### src/rtl/core/hbs_pkg.sv
// Shared types and constants of the height-map brush and bilinear sampler.
// No dependencies; every other file of the block except hbs_ram uses this package.
package hbs_pkg;

    localparam int ACT_W   = 2;
    localparam int POS_W   = 17;
    localparam int HGT_W   = 24;
    localparam int RAT_W   = 16;
    localparam int CFG_W   = 8;
    localparam int FRAC_W  = 16;
    localparam int QUOT_W  = 24;
    localparam int WGT_W   = 17;

    typedef logic [ACT_W-1:0]        act_t;
    typedef logic [POS_W-1:0]        pos_t;
    typedef logic signed [HGT_W-1:0] hgt_t;
    typedef logic [RAT_W-1:0]        ratio_t;

    // action codes
    localparam act_t ACT_SAMPLE   = 2'd0;
    localparam act_t ACT_RAISE    = 2'd1;
    localparam act_t ACT_EXCAVATE = 2'd2;

    // register index of grid_resolution
    localparam logic REG_GRID_RES = 1'b0;

    localparam pos_t           POS_ONE      = 17'd65536;
    localparam hgt_t           HEIGHT_RESET = 24'sd17920;
    localparam hgt_t           HEIGHT_MAX   = 24'sd8388607;
    localparam logic [CFG_W-1:0] RES_RESET  = 8'd200;
    localparam logic [63:0]    EXP_M1_Q32   = 64'd1580030169;

endpackage

### src/rtl/core/hbs_div_pipe.sv
// Pipelined restoring divider: one quotient bit per stage, fraction rem/den.
// Depends on hbs_pkg for the quotient width.
module hbs_div_pipe #(
    parameter int DEN_W = 53,
    parameter int TAG_W = 16
) (
    input  logic                      clk,
    input  logic                      rst_n,
    input  logic                      in_valid,
    input  logic [DEN_W-1:0]          in_rem,
    input  logic [DEN_W-1:0]          den,
    input  logic [TAG_W-1:0]          in_tag,
    output logic                      out_valid,
    output logic [hbs_pkg::QUOT_W-1:0] out_q,
    output logic [TAG_W-1:0]          out_tag
);
    import hbs_pkg::*;

    logic [QUOT_W-1:0] vld_reg;
    logic [DEN_W-1:0]  rem_reg [QUOT_W];
    logic [QUOT_W-1:0] q_reg   [QUOT_W];
    logic [TAG_W-1:0]  tag_reg [QUOT_W];

    for (genvar k = 0; k < QUOT_W; k++)
    begin : g_stage
        logic              src_vld;
        logic [DEN_W-1:0]  src_rem;
        logic [QUOT_W-1:0] src_q;
        logic [TAG_W-1:0]  src_tag;
        logic [DEN_W:0]    shifted;
        logic              ge;
        logic [DEN_W:0]    diff;
        logic [DEN_W-1:0]  rem_next;
        logic [QUOT_W-1:0] q_next;

        if (k == 0)
        begin : g_first
            assign src_vld = in_valid;
            assign src_rem = in_rem;
            assign src_q   = '0;
            assign src_tag = in_tag;
        end
        else
        begin : g_rest
            assign src_vld = vld_reg[k-1];
            assign src_rem = rem_reg[k-1];
            assign src_q   = q_reg[k-1];
            assign src_tag = tag_reg[k-1];
        end

        // one restoring step: double, compare, subtract
        assign shifted  = {src_rem, 1'b0};
        assign ge       = shifted >= {1'b0, den};
        assign diff     = shifted - {1'b0, den};
        assign rem_next = ge ? diff[DEN_W-1:0] : shifted[DEN_W-1:0];
        assign q_next   = {src_q[QUOT_W-2:0], ge};

        always_ff @(posedge clk or negedge rst_n)
        begin
            if (!rst_n)
            begin
                vld_reg[k] <= 1'b0;
            end
            else
            begin
                vld_reg[k] <= src_vld;
            end
        end

        always_ff @(posedge clk)
        begin
            rem_reg[k] <= rem_next;
            q_reg[k]   <= q_next;
            tag_reg[k] <= src_tag;
        end
    end

    assign out_valid = vld_reg[QUOT_W-1];
    assign out_q     = q_reg[QUOT_W-1];
    assign out_tag   = tag_reg[QUOT_W-1];
endmodule

### config.mk
export PLATFORM = sky130hd
export DESIGN_NAME = hbs_div_pipe
export DESIGN_NICKNAME = d
export VERILOG_FILES = /design/src/rtl/core/hbs_pkg.sv /design/src/rtl/core/hbs_div_pipe.sv
export SDC_FILE = /design/constraint.sdc
export NUM_CORES = 2
export LEC_CHECK = 0
export BUFFER_PORTS_ARGS = -buffer_cell sky130_fd_sc_hd__buf_2
export CORE_ASPECT_RATIO = 1.2
export CORE_UTILIZATION = 65
export CTS_CLUSTER_SIZE = 14
export DETAILED_ROUTE_END_ITERATION = 8
export PLACE_DENSITY = 0.82
export SLEW_MARGIN = 10
export SYNTH_ARGS = -nofsm -noshare
export SYNTH_HDL_FRONTEND = slang
export SYNTH_SLANG_ARGS = --single-unit
### constraint.sdc
create_clock -name clk -period 4.3 [get_ports clk]
set_input_delay 0.43 -clock clk [delete_from_list [all_inputs] [get_ports clk]]
set_output_delay 0.43 -clock clk [all_outputs]
set_load 0.005 [all_outputs]
==> results_tabular.tex, run 1 <==
\begin{tabular}{lr}
\hline
Metric & Value \\
\hline
\multicolumn{2}{l}{\textbf{Run status}} \\
\quad Result of the run & did not finish \\
\quad Stopping stage & global routing (5\_1\_grt) \\
\quad First reported error & [ERROR GRT-0116] Global routing finished with congestion. Check the congestion regions in the DRC Viewer. \\
\multicolumn{2}{l}{\textbf{Synth}} \\
\quad Cell with the most instances after synthesis & dfxtp\_1 \\
\quad Sequential element share of the synthesized area & 0.318 \\
\quad Number of synthesized flops with an enable pin & 0 \\
\quad Cell types with the highest counts after synthesis & dfxtp\_1, a21oi\_1, nand2\_1, ha\_1, o21ai\_0 \\
\quad Number of cells produced by synthesis & 14600 \\
\quad Biggest area contributors in the synthesized netlist & dfxtp\_1, ha\_1, a21oi\_1, o21ai\_0, xnor2\_1 \\
\quad Fraction of post-synthesis cell area in the top cell type by area & 0.313 \\
\quad Number of distinct library cells after synthesis & 106 \\
\quad Number of nets produced by synthesis & 16000 \\
\quad Yosys warning count & 0 \\
\quad Ys async rst share & 0.0125 \\
\quad Area of the mapped netlist & 122000 um2 \\
\quad Post-synthesis area per instance & 8.35 um2 \\
\quad Total of flip-flops plus latches after synthesis & 1927 \\
\quad Most instantiated flip-flop cell in the synthesis netlist & dfxtp\_1 \\
\quad Cell type contributing the most total cell area after synthesis & dfxtp\_1 \\
\multicolumn{2}{l}{\textbf{Placed design}} \\
\quad Half-perimeter wire length of the detailed placement result & approximately 350000 um \\
\quad Placed inst area & 132000 um2 \\
\quad PortBufs & between 150 and 200 \\
\quad Placer's final routability congestion estimate & 1.06 \\
\quad Setup slack at placement & -0.405 ns \\
\multicolumn{2}{l}{\textbf{Floorplanning}} \\
\quad Effective utilization at floorplan & 0.656 \\
\quad Die outline height & 476 um \\
\quad I/O Pins & 166 \\
\quad DIE WIDTH & 397 um \\
\quad \# rows & 173 \\
\multicolumn{2}{l}{\textbf{Clock tree}} \\
\quad Maximum buffer depth of the clock tree & 3 \\
\quad TritonCTS buffer count & 195 \\
\quad Root buffer cell & clkbuf\_16 \\
\quad Clk sink count & 1927 \\
\quad Deepest level of the CTS H-tree & 4 \\
\quad Buffers inserted during post-CTS setup optimization & 0 \\
\quad Number of gates resized after cts & 0 \\
\quad Quantity of hold-fixing buffers added after cts & 71 \\
\multicolumn{2}{l}{\textbf{GRT}} \\
\quad Overflow left after global routing & 286 \\
\quad Maximum number of pins on one net before global-route repair & 51 \\
\quad Wire length of the first global-routing pass & a little under 800000 um \\
\quad GR Util All Layers & 0.541 \\
\quad Number of global-route vias before repair & 127000 \\
\hline
\end{tabular}
==> per-stage QoR <==
step | util | instances | TNS, ns | hold slack, ns
global placement | 0.711 | 17600 | -30.67 | 0.309
detailed placement | 0.711 | 17600 | -74.34 | 0.312
floorplan | - | 14600 | 0 | 0.134
CTS | 0.752 | 18000 | 0 | 0.0819
==> cells by family after synthesis <==
logic type | synth area share
AOI/OAI and AO/OA | 0.244
and+or+nand+nor | 0.154
DFF | 0.318
adders and majority gates | 0.134
xor gates and xnor gates | 0.0792
buffers and inverters | 0.0341
muxes | 0.0370
==> per-layer routing <==
layer / GRT overflow / GRT usage
met1: 26 / 0.575
met2: 132 / 0.781
met3: 22 / 0.251
met4: 106 / 0.501
met5: 0 / 0.0952
==> inputs of run 2 (changes only) <==
--- a/config.mk
+++ b/config.mk
@@ -6,11 +6,9 @@
 export NUM_CORES = 2
 export LEC_CHECK = 0
 export BUFFER_PORTS_ARGS = -buffer_cell sky130_fd_sc_hd__buf_2
-export CORE_ASPECT_RATIO = 1.2
-export CORE_UTILIZATION = 65
-export CTS_CLUSTER_SIZE = 14
+export CORE_UTILIZATION = 40
 export DETAILED_ROUTE_END_ITERATION = 8
-export PLACE_DENSITY = 0.82
+export PLACE_DENSITY_LB_ADDON = 0.15
 export SLEW_MARGIN = 10
 export SYNTH_ARGS = -nofsm -noshare
 export SYNTH_HDL_FRONTEND = slang
==> results_tabular.tex, run 2 <==
\begin{tabular}{lr}
\hline
Metric & Value \\
\hline
\multicolumn{2}{l}{\textbf{Clock tree}} \\
\quad CTS tree & done \\
\quad Clk Latency, worst-skew pair & about 0.96 ns \\
\quad Maximum buffer depth of the clock tree & 4 \\
\quad Deepest level of the CTS H-tree & 4 \\
\quad Clk sink count & 1927 \\
\quad Root buffer cell & clkbuf\_16 \\
\quad TritonCTS buffer count & 224 \\
\quad Clock-pin transition on the worst setup and hold timing paths & 0.06 ns \\
\quad Buffers inserted during post-CTS setup optimization & 0 \\
\multicolumn{2}{l}{\textbf{GRT}} \\
\quad Wire length of the first global-routing pass & 659000 um \\
\quad Number of global-route vias before repair & 105000 \\
\quad Maximum number of pins on one net before global-route repair & 50 \\
\quad Overflow left after global routing & 0 \\
\quad GR Util All Layers & 0.280 \\
\quad Number of antenna violations at the first check in global routing & 42 \\
\multicolumn{2}{l}{\textbf{Synth}} \\
\quad Simple-gate portion of the synthesized area & 0.154 \\
\quad Cell types with the highest counts after synthesis & dfxtp\_1, a21oi\_1, nand2\_1, ha\_1, o21ai\_0 \\
\quad Post-synthesis area per instance & roughly 8.3 um2 \\
\quad Cell with the most instances after synthesis & dfxtp\_1 \\
\quad Total of flip-flops plus latches after synthesis & $\sim$1900 \\
\quad Number of cells produced by synthesis & 14600 \\
\quad Sequential element share of the synthesized area & 0.318 \\
\quad Post-synthesis adder-cell area fraction & 0.134 \\
\quad Ys async rst share & 0.0125 \\
\quad Most instantiated flip-flop cell in the synthesis netlist & dfxtp\_1 \\
\quad Proportion of synthesized area in mux cells & 0.0370 \\
\quad Biggest area contributors in the synthesized netlist & dfxtp\_1, ha\_1, a21oi\_1, o21ai\_0, xnor2\_1 \\
\quad Largest family of logic cells by synthesized area & compound AO/OA/AOI/OAI gates \\
\quad Fraction of synthesized cell area in xor and xnor cells & 0.0792 \\
\quad Cell type contributing the most total cell area after synthesis & dfxtp\_1 \\
\quad Yosys warning count & 0 \\
\quad Number of nets produced by synthesis & 16000 \\
\quad Area of the mapped netlist & 122000 um2 \\
\quad Number of distinct library cells after synthesis & 106 \\
\quad Fraction of post-synthesis cell area in the top cell type by area & 0.313 \\
\quad Number of synthesized flops with an enable pin & 0 \\
\quad Area fraction in compound gates after synthesis & 0.244 \\
\multicolumn{2}{l}{\textbf{Run status}} \\
\quad Result of the run & complete, no violations \\
\multicolumn{2}{l}{\textbf{Placed design}} \\
\quad Setup slack at placement & -0.494 ns \\
\quad Half-perimeter wire length of the detailed placement result & 357000 um \\
\quad Placer's final routability congestion estimate & around 0.96 \\
\quad Number of placed instances, taps included & 19200 \\
\quad Placed inst area & around 130000 um2 \\
\quad PortBufs & 165 \\
\multicolumn{2}{l}{\textbf{Floorplanning}} \\
\quad \# rows & 202 \\
\quad DIE AREA & 307000 um2 \\
\quad Die outline height & 554 um \\
\quad DIE WIDTH & 554 um \\
\quad I/O Pins & between 150 and 200 \\
\quad Effective utilization at floorplan & 0.402 \\
\quad Placeable Area & 303000 um2 \\
\multicolumn{2}{l}{\textbf{Timing}} \\
\quad FMAX & 0.241 GHz \\
\quad Slew margin rel. & 0.253 \\
\quad Setup total negative slack & 0 ns \\
\quad Final setup slack of the worst path & between 0.1 and 0.15 ns \\
\quad Post-Route Skew & between 0.1 and 0.15 ns \\
\quad Setup-failing EPs final & 0 \\
\quad Final clock period utilization by the worst path & 0.966 \\
\quad Hold Vio Cnt, Final & 0 \\
\quad Final Max Tran Viols & 0 \\
\quad Least-Margin Pin Slew & between 1 and 1.5 ns \\
\quad Clock period minus final worst setup slack & roughly 4.2 ns \\
\quad RSZ-0062 raised after global routing & false \\
\multicolumn{2}{l}{\textbf{Layout}} \\
\quad Number of flip-flops under the largest register name & 1219 \\
\quad Area growth from synthesis to layout & 17.8\% \\
\quad Total area of multi-input combinational cells & approximately 79000 um2 \\
\quad Fill cell count & around 30000 \\
\quad Number of nets in the layout & 16900 \\
\quad Flip-flop and latch area & 38700 um2 \\
\quad Layout cell share with drive strength beyond 1 & 0.135 \\
\quad Most used cells in the layout excluding fill and tap cells & dfxtp\_1, a21oi\_1, nand2\_1 \\
\quad Number of cells in the finished layout apart from fillers & $\sim$20000 \\
\quad Final standard cell area without fillers & roughly 140000 um2 \\
\quad Most frequent standard cell in the layout excluding fill and tap cells & dfxtp\_1 \\
\multicolumn{2}{l}{\textbf{Setup path}} \\
\quad Critical path's top delay family & compound AO/OA/AOI/OAI gates \\
\quad Type of the worst setup path & in2reg \\
\quad Cell with the largest stage delay on the worst path & dlygate4sd3\_1 \\
\quad CP arrival & 4.92 ns \\
\quad Cell Chain, Critical Path & dlygate4sd3\_1 > buf\_4 > buf\_12 > inv\_2 > buf\_12 > ha\_1 > nor2b\_1 > o31a\_1 > o41a\_1 > o311ai\_1 > a21oi\_1 > o31a\_1 > a41o\_1 > a21oi\_1 > xor2\_1 > o21ai\_0 \\
\quad Critical path capture point type & flop \\
\quad Maximum fanout encountered on the critical timing path & 10 \\
\quad Critical Path RT & 5.07 ns \\
\quad Worst Path Buf+Inv & 5 \\
\quad Largest incremental delay on the critical path & 0.52 ns \\
\quad Critical path launch point type & input port \\
\multicolumn{2}{l}{\textbf{Routing}} \\
\quad First drt pass iteration count & 6 \\
\quad Routed length per placed instance & 22.7 um \\
\quad Vias & 111000 \\
\quad Post-route DRC violation count & 0 \\
\quad Routed wire length & roughly 450000 um \\
\quad DRC marker count from the first detailed-route iteration & 9015 \\
\quad Vias per std cell & 5.63 \\
\quad Remaining antenna violation count after routing & 0 \\
\multicolumn{2}{l}{\textbf{Pwr}} \\
\quad Static leakage & 0.0633 uW \\
\quad Total power & approximately 140000 uW \\
\quad Worst IR drop on VDD & 0.397 mV \\
\quad Power per cell area & roughly 950 nW/um2 \\
\multicolumn{2}{l}{\textbf{Worst hold path}} \\
\quad Worst min path class & in2async \\
\multicolumn{2}{l}{\textbf{Run}} \\
\quad \# Max-Cap Violations & 0 \\
\hline
\end{tabular}
[run 2: through the flow]
step	hold slack, ns	utilization
6_report	0.108	0.474
5_1_grt	0.0663	0.474
4_1_cts	0.0136	0.474
3_5_place_dp	0.312	0.445
3_3_place_gp	0.309	0.445
2_1_floorplan	0.134	-
[run 2: per-layer routing]
| metal | track usage | vias up | routed length [um] |
|---|---|---|---|
| met5 | 0 | - | 66 |
| met4 | 0.126 | 10 | 22400 |
| met3 | 0.0402 | 870 | 28100 |
| met2 | 0.459 | 3380 | 201000 |
| met1 | 0.363 | 51800 | 195000 |
| li1 | - | 54800 | - |
[run 2: power breakdown]
group,internal [uW],switching (uW),total (uW)
Sequential,26200,6300,32500
Combinational,36600,46400,83000
Clock,12000,8220,20300
Total,74800,61000,136000
[run 2: worst paths after layout]
| check | startpoint | endpoint | slack, ns | cells past startpoint |
|---|---|---|---|---|
| max in group asynchronous | rst_n | g_stage[9].src_vld$_DFF_PN0_ | 3.82 | 2 |
| min reg2reg | q_reg[1][108]$_DFF_P_ | q_reg[1][133]$_DFF_P_ | 0.29 | 0 |
| max reg2reg | rem_reg[2][41]$_DFF_P_ | rem_reg[2][69]$_DFF_P_ | 0.20 | 10 |
| min in group clk | in_tag[5] | tag_reg[0][5]$_DFF_P_ | 0.12 | 2 |
| min | rst_n | out_valid$_DFF_PN0_ | 0.11 | 2 |
| max | den[1] | rem_reg[1][361]$_DFF_P_ | 0.15 | 16 |
[run 2: repair_timing]
| action | in CTS | in global routing |
|---|---|---|
| pin swaps | 0 | 0 |
| setup endpoints to repair | 50 | 50 |
| endpoints found under the hold margin | 94 | 0 |
| hold buffers | 72 | 0 |
| gates cloned | 0 | 0 |
| resized for setup | 1 | 1 |
[run 2: kinds of logic (layout without fill, tap and decap cells)]
kind of cell | Yosys count | in the layout
fa+ha+maj | 1294 | 1294
mux | 402 | 402
flops | 1927 | 1927
compound gates | 4838 | 4838
other cells | 0 | 14
xor+xnor | 1101 | 1101
simple gates | 3977 | 3977
buf+inv | 1050 | 2131
[run 2: worst reg2reg max path, cell delays in order (launching register included)]
cell       delay, ns
dfxtp_1         0.37
ha_1            0.46
nand4_1         0.36
nor4_4          0.50
nand4_1         0.23
or4_1           0.56
nor4_1          0.55
a2111oi_0       0.21
o21a_2          0.25
buf_12          0.19
mux2_2          0.30
[run 2: cell type report]
type,count,share of cell area
antenna,14,0.000244
timing repair buffer,1299,0.0781
clock inverter,118,0.0113
tap,3978,0.0347
multi-input combinational,11600,0.551
inverter,420,0.0110
clock buffer,294,0.0438
sequential,1927,0.270
No activity file was read; power rests on OpenSTA's default activity.
